<file path="src/rtl/deadline_callback_queue_macros.svh">
// Assertion macros shared by the queue modules.
// They expect clk_i and rst_ni in the scope of use.
`ifndef DEADLINE_CALLBACK_QUEUE_MACROS_SVH
`define DEADLINE_CALLBACK_QUEUE_MACROS_SVH

// The consequent must hold in the same cycle as the antecedent.
`define DCQ_ASSERT_NOW(lbl, ante, cons) \
  lbl: assert property (@(posedge clk_i) disable iff (!rst_ni) (ante) |-> (cons)) \
    else $error("deadline callback queue: assertion failed");

// The consequent must hold in the cycle after the antecedent.
`define DCQ_ASSERT_NEXT(lbl, ante, cons) \
  lbl: assert property (@(posedge clk_i) disable iff (!rst_ni) (ante) |=> (cons)) \
    else $error("deadline callback queue: assertion failed");

`endif

</file>
<file path="src/rtl/dcq_pkg.sv">
package dcq_pkg;

  localparam int unsigned CAPACITY = 128;
  localparam int unsigned CNT_W    = $clog2(CAPACITY + 1);
  localparam int unsigned IDX_W    = (CAPACITY > 1) ? $clog2(CAPACITY) : 1;

  localparam int unsigned MODE_W    = 2;
  localparam int unsigned NOW_W     = 62;
  localparam int unsigned HANDLE_W  = 32;
  localparam int unsigned DELAY_W   = 32;
  localparam int unsigned FT_W      = 63;
  localparam int unsigned PEND_W    = 8;
  localparam int unsigned MS_W      = 20;
  localparam int unsigned NS_PER_MS = 1000000;

  localparam logic [MODE_W-1:0] MODE_POST  = 2'd0;
  localparam logic [MODE_W-1:0] MODE_POP   = 2'd1;
  localparam logic [MODE_W-1:0] MODE_CLEAR = 2'd2;

  typedef struct packed {
    logic [MODE_W-1:0]   mode;
    logic [NOW_W-1:0]    now_time;
    logic [HANDLE_W-1:0] handle;
    logic [DELAY_W-1:0]  post_delay;
    logic [NOW_W-1:0]    limit_time;
  } dcq_in_t;

  typedef struct packed {
    logic                accepted;
    logic                dropped;
    logic                fired;
    logic [HANDLE_W-1:0] out_handle;
    logic [FT_W-1:0]     out_fire_time;
    logic [FT_W-1:0]     wait_time;
    logic [PEND_W-1:0]   pending;
  } dcq_out_t;

endpackage

</file>
<file path="src/rtl/dcq_fire_calc.sv">
`include "deadline_callback_queue_macros.svh"

module dcq_fire_calc (
  input  logic                        clk_i,
  input  logic                        rst_ni,
  input  logic                        start_i,
  input  logic [dcq_pkg::DELAY_W-1:0] delay_i,
  input  logic [dcq_pkg::NOW_W-1:0]   now_i,
  output logic                        done_o,
  output logic [dcq_pkg::FT_W-1:0]    fire_o
);
  import dcq_pkg::*;

  localparam int unsigned ACC_W  = DELAY_W + MS_W;
  localparam int unsigned STEP_W = $clog2(DELAY_W + 1);
  localparam logic [ACC_W-1:0]  NsPerMs  = ACC_W'(NS_PER_MS);
  localparam logic [STEP_W-1:0] LastStep = STEP_W'(DELAY_W);

  logic               busy_q;
  logic               done_q;
  logic [STEP_W-1:0]  step_q;
  logic [DELAY_W-1:0] delay_sr_q;
  logic [ACC_W-1:0]   acc_q;
  logic [ACC_W-1:0]   acc_d;
  logic [FT_W-1:0]    fire_q;
  logic               last_step;

  // The delay is consumed one bit per cycle, most significant bit first.
  assign last_step = (step_q == LastStep);
  assign acc_d     = {acc_q[ACC_W-2:0], 1'b0} + (delay_sr_q[DELAY_W-1] ? NsPerMs : '0);

  always_ff @(posedge clk_i or negedge rst_ni) begin
    if (!rst_ni) begin
      busy_q <= 1'b0;
      done_q <= 1'b0;
      step_q <= '0;
    end else begin
      done_q <= 1'b0;
      if (start_i) begin
        busy_q <= 1'b1;
        step_q <= '0;
      end else if (busy_q) begin
        if (last_step) begin
          busy_q <= 1'b0;
          done_q <= 1'b1;
        end else begin
          step_q <= step_q + STEP_W'(1);
        end
      end
    end
  end

  always_ff @(posedge clk_i) begin
    if (start_i) begin
      delay_sr_q <= delay_i;
      acc_q      <= '0;
    end else if (busy_q && !last_step) begin
      delay_sr_q <= {delay_sr_q[DELAY_W-2:0], 1'b0};
      acc_q      <= acc_d;
    end
    if (busy_q && last_step) begin
      fire_q <= FT_W'(acc_q) + FT_W'(now_i);
    end
  end

  assign done_o = done_q;
  assign fire_o = fire_q;

  `DCQ_ASSERT_NOW(a_start_when_free, start_i, !busy_q)
  `DCQ_ASSERT_NEXT(a_done_after_last, busy_q && last_step && !start_i, done_q)
  `DCQ_ASSERT_NOW(a_done_not_busy, done_q, !busy_q)

endmodule

</file>
<file path="config.mk">
export PLATFORM = sky130hd
export DESIGN_NAME = dcq_fire_calc
export DESIGN_NICKNAME = d
export VERILOG_FILES = /design/src/rtl/dcq_pkg.sv /design/src/rtl/dcq_fire_calc.sv
export VERILOG_INCLUDE_DIRS = /design/src /design/src/rtl
export SDC_FILE = /design/constraint.sdc
export NUM_CORES = 1
export LEC_CHECK = 0
export BUFFER_PORTS_ARGS = -buffer_cell sky130_fd_sc_hd__buf_4
export CORE_MARGIN = 2
export CORE_UTILIZATION = 45
export DETAILED_ROUTE_END_ITERATION = 12
export PLACE_DENSITY = 0.66
export SYNTH_ARGS = -nofsm -noshare
export SYNTH_HDL_FRONTEND = slang
export SYNTH_SLANG_ARGS = --single-unit
</file>
<file path="constraint.sdc">
create_clock -name clk_i -period 5.6 [get_ports clk_i]
set_clock_uncertainty 0.05 [all_clocks]
set_input_delay 0.28 -clock clk_i [delete_from_list [all_inputs] [get_ports clk_i]]
set_output_delay 0.28 -clock clk_i [all_outputs]
set_load 0.05 [all_outputs]
</file>
; ---- After elaboration in Yosys (flattened, before gate mapping)
; Index checks and enable logic that the tools add are counted.
[totals]
output_inout_bits = 64
reg_bits = 155
in_bits = 97
[classes]
n_mux = 12
reduce_logical = 6
addsub = 3
n_eq_ne = 2
[op_table]
columns = cell, n
row1 = 32-bit 2-to-1 mux, 2
row2 = 52-bit by 62-bit adder with 63-bit output, 1
row3 = 52-bit by 20-bit adder with 52-bit output, 1
row4 = 20-bit 2-to-1 mux, 1
row5 = 6-bit 2-to-1 mux, 3
row6 = "6-bit by 1-bit adder with 6-bit output, second input constant", 1
row7 = "6-bit equality test, second input constant", 1
row8 = 1-bit 2-to-1 mux, 6
row9 = 2-bit nonzero test, 2
row10 = 1-bit logical AND, 2
row11 = "2-bit inequality test, second input constant", 1
row12 = 2-bit AND reduction, 1
row13 = 1-bit logical NOT, 1

; ---- Depth between registers and ports, before layout
; Gate-level depths: netlist of the first run.
[logic_depth]
depth_word = 5
ltp_mapped = 11
depth_no_buf = 10

; ---- Least setup slack after synthesis of the first run
; No wires, ideal clock.
[synth_timing]
path_kind = reg2reg
from = register step_q[0]
to = register fire_q[0] (netlist: fire_o[0]), enable pin
setup_time_ns = 0.484
path_stages_with_launch = 6
required_ns = 5.066
t_arrival_ns = 3.641
slack_ns = 1.425
period_less_slack_ns = 4.175
path_cell_list = dfrtp_1 -> inv_1 -> ha_1 -> nor4b_1 -> nand2_1 -> nor2_1
[synth_via]
elab_chain_cells = 2
[synth_rtl]
columns = element, line
row1 = "start, declared", dcq_fire_calc.sv:21  ; logic [STEP_W-1:0] step_q;
row2 = "start signal, assigned", dcq_fire_calc.sv:47  ; step_q <= step_q + STEP_W'(1);
row3 = 6-bit equality test, dcq_fire_calc.sv:29  ; assign last_step = (step_q == LastStep);
row4 = 1-bit logical AND, dcq_fire_calc.sv:61  ; if (busy_q && last_step) begin
row5 = "end signal, assigned", dcq_fire_calc.sv:62  ; fire_q <= FT_W'(acc_q) + FT_W'(now_i);
row6 = "end, declared", dcq_fire_calc.sv:25  ; logic [FT_W-1:0] fire_q;
; Every way passes these cells.
; A chain may end at the register's enable or synchronous reset.

; ---- Worst setup path after layout of the first run
[layout_timing]
from = register acc_q[6]
to = register fire_q[56] (netlist: fire_o[56]), data pin
[layout_via]
elab_chain_cells = 1
[layout_rtl]
columns = element, line
row1 = "start, declared", dcq_fire_calc.sv:23  ; logic [ACC_W-1:0] acc_q;
row2 = "start signal, assigned", dcq_fire_calc.sv:56  ; acc_q <= '0;
row3 = "start signal, assigned", dcq_fire_calc.sv:59  ; acc_q <= acc_d;
row4 = 52-bit by 62-bit adder with 63-bit output, dcq_fire_calc.sv:62
; Every way passes these cells.

==> flow_summary.ini, run 1 <==
[run_status]
run_status = completed

[worst_hold_path]
hp-class = in -> reg
min_path_cells = 2
hold_start = delay_i[0]
hold_end = delay_sr_q[0]

[yosys]
synth_top_area_cell = edfxtp_1
netlist_area_mm2 = 0.00923
syn-num-nets = 1072
ys_warn_count = 0
synth_area_leaders = edfxtp_1 31%, dfxtp_1 10%, ha_1 7.5%
ys.flop_type = edfxtp_1
synthArstFlopShare = 0.0537
yosysUniqueCellTypes = 73
syn-instance-count = 919
ys_ff_latch = 149
synth-edff-count = 95
yosysTopAreaCellShare = 0.309
ys_seq_area_frac = 0.430
avgSynthCellArea_um2 = 10.0

[floorplan]
die-area_mm2 = 0.0217
initial_core_util = 0.458
fp.dieW_um = 147
coreArea_mm2 = 0.0202
std_cell_rows = 52
ioPinCount = 161
die_h_um = 147

[setup_path]
r2r_cells = 10
worst_ep_arrival_time_ns = 3.26
endpoint_kind = flop
startpoint_type = flop
setup.worst_path.class = reg -> reg
r2r-start = acc_q[6]
worstSetupStartpoint = acc_q[6]
r2r-end = fire_o[56]
critPathMaxFanout = 4
cp.required_ns = 5.73
r2r_slack_ns = 2.47

[power_and_ir_drop]
power_leakage_nw = 4.53
comb_power_share = 0.143
p_sw_mw = 0.727
clkPwrFrac = 0.419
switching_share = 0.251
power_frac_seq = 0.438
p_int_mw = 2.16
peakVddDrop_v = 0.000209
pwr_density_cell_mw_per_mm2 = 256

[global_route]
grt-ovfl-total = 0
antenna_found_initial = 0
grt_max_degree = 87
grt_pass1_wl_um = 35200
first_global_vias = 6991
grt_usage = 0.204

[sta]
hold_viol = 0
rsz0062_at_grt = false
max_slew_margin = 0.339
drv_slew = 0
tightest_slew_ns = 0.992
whs_ns = 0.0873
fin_crit_ns = 3.13
clock.fmax_mhz = 319
finalCritPeriodShare = 0.559
setup-violations-final = 0
finalSetupTns_ns = 0

[route]
drt_iter0_drc = 439
final_antenna_net_count = 0
routed_wl_um = 22100
vias = 7455
first_pass_iters = 5
viasPerCell = 5.53
wl_per_cell_um = 16.4
post-route-drc-count = 0

[clock_tree]
htreeDepth = 4
cts_root_buffer = clkbuf_16
clk_latency_ns = 0.42
cts_setup_buffers = 0
clock-sinks = 149
path_clk_slew_ns = 0.06
clockBufferDepth = 2
cts_tree = yes
numCtsBuffers = 17

[cells_and_area]
area_delta_synth_final_pct = 22.4
nets = 1219
mostFrequentLayoutCells = 163 x buf_4, 95 x edfxtp_1, 86 x nand2_1
final_common_cell = buf_4
fillerInstances = 1846
layout-drive-gt1-share = 0.241
diodes = 0

[placement]
io_buffers = 160
dp_hpwl_um = 16300
place.gp.congestion = 0.931

[run]
cap_violations = 0
[logic make-up (layout without fill, tap and decap cells)]
kind of cell,count (synthesis),in the layout,synth area share
AND/OR/NAND/NOR,290,290,0.164
AO/OA/AOI/OAI,239,239,0.176
flip-flops,149,149,0.430
XOR/XNOR,89,89,0.0844
buffers and inverters,65,225,0.0306
adder cells (fa/ha/maj),56,56,0.0767
multiplexers,31,31,0.0378
[metrics by stage]
| step | setup slack [ns] | util | cell area, um^2 | instances | power, mW |
|---|---|---|---|---|---|
| 3_3_place_gp | 2.39 | 0.526 | 10600 | 1310 | 1.69 |
| 5_1_grt | 2.31 | 0.560 | 11300 | 1349 | 3.01 |
| 6_report | 2.47 | 0.560 | 11300 | 1349 | 2.89 |
| 4_1_cts | 2.44 | 0.560 | 11300 | 1349 | 2.92 |
| 2_1_floorplan | 1.43 | - | 9230 | 919 | 1.56 |
| 3_5_place_dp | 2.36 | 0.526 | 10600 | 1310 | 1.70 |
[Yosys cell counts, types with 8 or more instances]
master / number
inv_1: 23
ha_1: 55
dfxtp_1: 46
a211oi_1: 36
a21o_1: 19
nor3_1: 12
xnor2_1: 61
a21oi_1: 73
xor2_1: 28
dfrtp_1: 8
nand3_1: 15
nor2_1: 77
edfxtp_1: 95
o21bai_1: 9
clkbuf_1: 21
or3_1: 9
nor4_1: 9
and2_1: 8
o21ai_0: 36
mux2_2: 31
and3_1: 12
buf_2: 11
nand2_1: 86
nand4_1: 30
[final cells by class]
class / count / area [um^2] / area share
clock buffers: 19 / 433 / 0.0383
clock inverters: 13 / 181 / 0.0161
inverters: 23 / 86.3 / 0.00764
multi-input cells: 705 / 4990 / 0.442
flip-flops and latches: 149 / 3970 / 0.352
well taps: 270 / 338 / 0.0299
repair buffers: 170 / 1290 / 0.114
[flip-flops by register name (all words and copies together), names as in the netlist]
name / flops
fire_o: 63
acc_q: 46
delay_sr_q: 32
step_q: 6
busy_q: 1
done_o: 1
[repair_timing]
action                    in CTS  in global routing
hold endpoints to repair      14                  0
gates resized for setup        0                  0
hold buffers                   7                  0
[how the worst max path moves through the flow]
stage	end	slack, ns	cells after the start
floorplan	fire_o[0]	1.43	5
global placement	fire_o[60]	2.39	11
detailed placement	fire_o[60]	2.36	11
CTS	fire_o[56]	2.44	10
global route	fire_o[56]	2.31	10
finish	fire_o[56]	2.47	10
[layer usage]
metal	wire length [um]	track usage	vias up
met5	0	0	-
met4	394	0.0678	0
met3	1070	0.0379	26
met2	10100	0.324	190
met1	10600	0.281	3503
li1	-	-	3736
[worst max-delay path, cell delays in order (launching register included)]
cell and delay, ns:
dfxtp_1 0.32, ha_1 0.22, fa_1 0.41, a21o_1 0.22
a221o_1 0.38, a41oi_1 0.36, a211oi_1 0.21, o21ai_0 0.32
nand3_1 0.18, nand4_1 0.14, xnor2_1 0.07
[power by group through the flow]
| stage | Clock [mW] | Combinational (mW) | Sequential, mW |
|---|---|---|---|
| after CTS | 1.24 | 0.414 | 1.27 |
| after global routing | 1.28 | 0.459 | 1.27 |
| final | 1.21 | 0.414 | 1.27 |
| after global placement | 0 | 0.403 | 1.29 |
| after floorplan | 0 | 0.292 | 1.27 |
| after detailed placement | 0 | 0.407 | 1.29 |
Note: power is estimated with default switching activity, not from simulation.
==> inputs of run 2 (changes only) <==
==> constraint.sdc (replaced) <==
create_clock -name clk_i -period 3.15 [get_ports clk_i]
set_clock_uncertainty 0.05 [all_clocks]
set_input_delay 0.1575 -clock clk_i [delete_from_list [all_inputs] [get_ports clk_i]]
set_output_delay 0.1575 -clock clk_i [all_outputs]
set_load 0.05 [all_outputs]
==> flow_summary.ini, run 2 (synthesis results as in run 1) <==
[run_status]
run_status = completed

[clock_tree]
cts_tree = yes
numCtsBuffers = 17
clk_latency_ns = 0.42
clockBufferDepth = 2
path_clk_slew_ns = 0.06
cts_root_buffer = clkbuf_16
clock-sinks = 149
htreeDepth = 4

[sta]
rsz0062_at_grt = false
clock.fmax_mhz = 326
drv_slew = 0
hold_viol = 0
fin_crit_ns = 3.06
tightest_slew_ns = 0.796
setup-violations-final = 0
finalCritPeriodShare = 0.972
finalSetupTns_ns = 0
max_slew_margin = 0.468

[cells_and_area]
final_common_cell = buf_4
area_delta_synth_final_pct = 28.6
layout-drive-gt1-share = 0.252
diodes = 0
multi_input_area_mm2 = 0.00504
nets = 1279
fin_cells = 1409
largest_register_ffs = 63
seqCellArea_mm2 = 0.00397
fillerInstances = 1790
mostFrequentLayoutCells = 183 x buf_4, 95 x edfxtp_1, 86 x nand2_1

[route]
vias = 7654
viasPerCell = 5.43
routed_wl_um = 22900
drt_iter0_drc = 617
post-route-drc-count = 0
wl_per_cell_um = 16.2
first_pass_iters = 5
final_antenna_net_count = 0

[setup_path]
setup.worst_path.class = in -> reg
cp.required_ns = 3.26
endpoint_kind = flop
slowest_delay_ns = 0.53
r2r_cells = 11
worstPathCellList = dlygate4sd3_1, buf_4, ha_4, fa_2, a21o_1, a221o_1, buf_6, nand3_2, a31o_4, a31oi_4, a41oi_4, a2111o_1, o2111ai_1
critPathMaxFanout = 5
startpoint_type = input port
worst_ep_arrival_time_ns = 3.17
slowest_stage = dlygate4sd3_1

[worst_hold_path]
hp-class = in -> reg
min_path_cells = 2

[run]
cap_violations = 0

[floorplan]
die-area_mm2 = 0.0217
fp.dieW_um = 147
initial_core_util = 0.458
die_h_um = 147
ioPinCount = 161
coreArea_mm2 = 0.0202
std_cell_rows = 52

[global_route]
first_global_vias = 7406
grt-ovfl-total = 0
grt_pass1_wl_um = 37000
grt_max_degree = 54
antenna_found_initial = 0
grt_usage = 0.214

[placement]
io_buffers = 160
place.gp.congestion = 0.947
dp_hpwl_um = 16700
dp_cells = 1331

[power_and_ir_drop]
peakVddDrop_v = 0.000365
pwr_density_cell_mw_per_mm2 = 428
fin_total_pwr_mw = 5.08
power_leakage_nw = 4.78
-- run 2: changes by cell type in the layout (fill, tap and decap cells not counted), sizes merged --
cell / before / now
clkbuf: 19 / 21
clkinv: 5 / 2
clkinvlp: 3 / 6
dlygate4sd3: 7 / 45
bufinv: 4 / 2
buf: 163 / 185
-- run 2: worst max-delay path: cells and delay by family --
kind                       cells  cell delay, ns
AOI/OAI and AO/OA              7            1.53
buffers and inverters          3            0.82
and+or+nand+nor                1            0.09
adders and majority gates      2            0.56
-- run 2: layout make-up --
class	instances	share of cell area
clock buffers	21	0.0379
clock inverters	11	0.0108
inverters	23	0.00727
multi-input cells	705	0.424
flip-flops and latches	149	0.335
well taps	270	0.0285
repair buffers	230	0.156
-- run 2: path summary, 6_finish.rpt --
| kind | end | startpoint | slack [ns] |
|---|---|---|---|
| max | fire_o[54] | now_i[6] | 0.09 |
| min | fire_o[55] | now_i[55] | 0.008 |
| max reg2reg | fire_o[54] | acc_q[6] | 0.13 |
| min reg2reg | acc_q[15] | acc_q[15] | 0.43 |
| max in group asynchronous | step_q[2] | rst_ni | 2.88 |
| min in group asynchronous | done_o | rst_ni | 0.03 |
-- run 2: through the flow --
stage,hold WS [ns],cell area (um^2),utilization,setup WS (ns)
6_report,0.00776,11900,0.589,0.0868
5_1_grt,0.00728,11900,0.589,0.0271
4_1_cts,0.00138,11800,0.586,0.0412
3_5_place_dp,-0.0654,10800,0.535,0.128
3_3_place_gp,-0.0659,10800,0.535,0.137
2_1_floorplan,-0.188,9240,-,0.0215
-- run 2: power by group --
part | internal (mW) | leakage, nW | switching [mW]
sequential | 2.18 | 1.38 | 0.0584
combinational | 0.395 | 3.14 | 0.423
clock | 1.19 | 0.262 | 0.835
total | 3.76 | 4.78 | 1.32
-- run 2: routing by layer --
metal  share of wire  GRT usage  vias up
li1                -          -     3854
met1            0.46      0.296     3556
met2            0.47      0.340      214
met3           0.050     0.0379       30
met4           0.018     0.0702        0
met5               0          0        -
-- run 2: what timing repair did --
action | in CTS | in global routing
hold buffers | 45 | 0
hold endpoints to repair | 52 | 0
resized for setup | 0 | 9
buffers inserted | 0 | 1
setup endpoints to repair | 0 | 13
==> inputs of run 3 (changes only) <==
--- a/config.mk
+++ b/config.mk
@@ -6,11 +6,12 @@
 export SDC_FILE = /design/constraint.sdc
 export NUM_CORES = 1
 export LEC_CHECK = 0
+export ABC_AREA = 1
 export BUFFER_PORTS_ARGS = -buffer_cell sky130_fd_sc_hd__buf_4
 export CORE_MARGIN = 2
 export CORE_UTILIZATION = 45
 export DETAILED_ROUTE_END_ITERATION = 12
-export PLACE_DENSITY = 0.66
+export PLACE_DENSITY = 0.65
 export SYNTH_ARGS = -nofsm -noshare
 export SYNTH_HDL_FRONTEND = slang
 export SYNTH_SLANG_ARGS = --single-unit
==> flow_summary.ini, run 3 <==
[global_route]
grt_max_degree = 64
first_global_vias = 11300
grt-ovfl-total = 0
grt_usage = 0.290
grt_pass1_wl_um = 59100
antenna_found_initial = 1

[clock_tree]
clock-sinks = 149
clockBufferDepth = 2
htreeDepth = 4
numCtsBuffers = 17
cts_setup_buffers = 0
clk_latency_ns = 0.45
path_clk_slew_ns = 0.08
cts_root_buffer = clkbuf_16
cts_tree = yes

[yosys]
yosysUniqueCellTypes = 39
yosysTopAreaCellShare = 0.248
syn-instance-count = 1811
synth_top_area_cell = edfxtp_1
muxShareOfSynthArea = 0
ys_top_cells_by_count = 718 x nand2_1, 347 x inv_1, 159 x nor2_1
synth-edff-count = 95
ys.flop_type = edfxtp_1
yosys.area_share.adder = 0.0615
ys_seq_area_frac = 0.345
synth_compound_area_frac = 0.0532
ys_warn_count = 0
ys_ff_latch = 149
synth_area_leaders = edfxtp_1 25%, nand2_1 23%, inv_1 11%
syn-num-nets = 1964
synthArstFlopShare = 0.0537
avgSynthCellArea_um2 = 6.36
netlist_area_mm2 = 0.0115
synth_xor_area_frac = 0.0327
yosys.area_share.simple = 0.387
synth_top_family_by_area = simple AND/OR/NAND/NOR gates
synth.most_common_cell = nand2_1

[sta]
max_slew_margin = 0.414
hold_viol = 0
drv_slew = 0
finalSetupTns_ns = 0
finalCritPeriodShare = 0.786
setup-violations-final = 0
rsz0062_at_grt = false
fin_crit_ns = 2.48
clock.fmax_mhz = 404
tightest_slew_ns = 0.879
setup_ws_ns = 0.674

[power_and_ir_drop]
peakVddDrop_v = 0.000285
p_sw_mw = 1.65
p_int_mw = 3.57
switching_share = 0.316
power_leakage_nw = 7.46
clkPwrFrac = 0.410
power_frac_seq = 0.425
comb_power_share = 0.165
pwr_density_cell_mw_per_mm2 = 368
fin_total_pwr_mw = 5.22

[floorplan]
ioPinCount = 161
initial_core_util = 0.457
fp.dieW_um = 164
die_h_um = 164
coreArea_mm2 = 0.0252
std_cell_rows = 58
die-area_mm2 = 0.0269

[placement]
place_ws_ns = 0.771
dp_hpwl_um = 30500
io_buffers = 160
place.gp.congestion = 0.989
dp_cells = 2290

[route]
first_pass_iters = 7
post-route-drc-count = 0
vias = 11800
drt_iter0_drc = 964
wl_per_cell_um = 16.0
viasPerCell = 4.98
routed_wl_um = 37900
final_antenna_net_count = 0

[worst_hold_path]
hp-class = in -> async

[setup_path]
setup.worst_path.class = reg -> reg
slowest_stage = ha_1
worstPathCellList = ha_1, nand2_1, nor2_1, nand2_1, nor3_1, a21oi_1, xnor2_1
critical_path_buf_inv_count = 0
worst_ep_arrival_time_ns = 2.64
slowest_delay_ns = 0.43
critical_path.most_common_cell = nand2_1
critPathMaxFanout = 5
cp.required_ns = 3.31
endpoint_kind = flop
startpoint_type = flop
critPathTopFamily = simple AND/OR/NAND/NOR gates

[cells_and_area]
mostFrequentLayoutCells = 718 x nand2_1, 347 x inv_1, 165 x buf_4
area_delta_synth_final_pct = 22.9
layout-drive-gt1-share = 0.118
post-route-util = 0.562
final_common_cell = nand2_1
largest_register_ffs = 63
diodes = 0
fin_cells = 2364
nets = 2174

[run_status]
run_status = completed

[run]
cap_violations = 0
-- run 3: cell count changes in the layout (fill, tap and decap cells not counted), moves of 9 or more --
| cell | change |
|---|---|
| xnor2_1 | -53 |
| a211oi_1 | -36 |
| a21o_1 | -19 |
| inv_1 | +324 |
| and3_1 | -12 |
| mux2_2 | -31 |
| nand2_2 | +11 |
| buf_4 | -18 |
| nand3_1 | +103 |
| nor2_1 | +82 |
| or3_1 | -9 |
| nor2_2 | +9 |
| nand2_1 | +632 |
| a21oi_1 | -11 |
-- run 3: cell families (layout without fill, tap and decap cells) --
logic type      Yosys count  in the layout
compound gates          114            114
xor+xnor                 43             43
fa+ha+maj                56             56
buf+inv                 369            592
flops                   149            149
simple gates           1080           1080
-- run 3: layout make-up --
class | instances | area (um^2)
clock buffer | 17 | 425
clock inverter | 15 | 181
fill | 2516 | 11000
inverter | 352 | 1320
multi-input combinational | 1293 | 6160
sequential | 149 | 3970
tap | 330 | 413
timing repair buffer | 208 | 1680
-- run 3: worst paths after layout --
kind	start	endpoint	slack, ns	cells past startpoint
worst max-delay path	acc_q[21]	fire_o[37]	0.67	7
worst min-delay path	rst_ni	step_q[1]	0.005	2
worst max register to register	acc_q[21]	fire_o[37]	0.67	7
worst min register to register	acc_q[18]	acc_q[18]	0.44	2
max in group asynchronous	rst_ni	step_q[4]	2.34	3
min in group clk_i	now_i[58]	fire_o[58]	0.01	3
-- run 3: repair_timing --
action | 4_1_cts | 5_1_grt
hold buffers | 42 | 0
resized for setup | 0 | 0
hold endpoints to repair | 48 | 0
-- run 3: layer usage --
layer  vias to the layer above  share of wire  track usage
li1                       6025              -            -
met1                      5289           0.46        0.385
met2                       375           0.46        0.481
met3                        76          0.049       0.0338
met4                         2          0.036        0.115
met5                         -        0.00029            0
-- run 3: stage by stage --
stage / area [um^2] / hold WS, ns
after floorplan: 11500 / -0.188
after global placement: 13100 / -0.0669
after detailed placement: 13100 / -0.0683
after CTS: 14200 / 0.000212
after global routing: 14200 / 0.0142
final: 14200 / 0.00460
-- run 3: power by group through the flow --
stage / logic [mW] / clock network, mW / registers, mW
floorplan: 0.518 / 0 / 2.24
global placement: 0.804 / 0 / 2.26
detailed placement: 0.810 / 0 / 2.26
CTS: 0.855 / 2.16 / 2.22
global route: 0.968 / 2.23 / 2.22
finish: 0.860 / 2.14 / 2.22
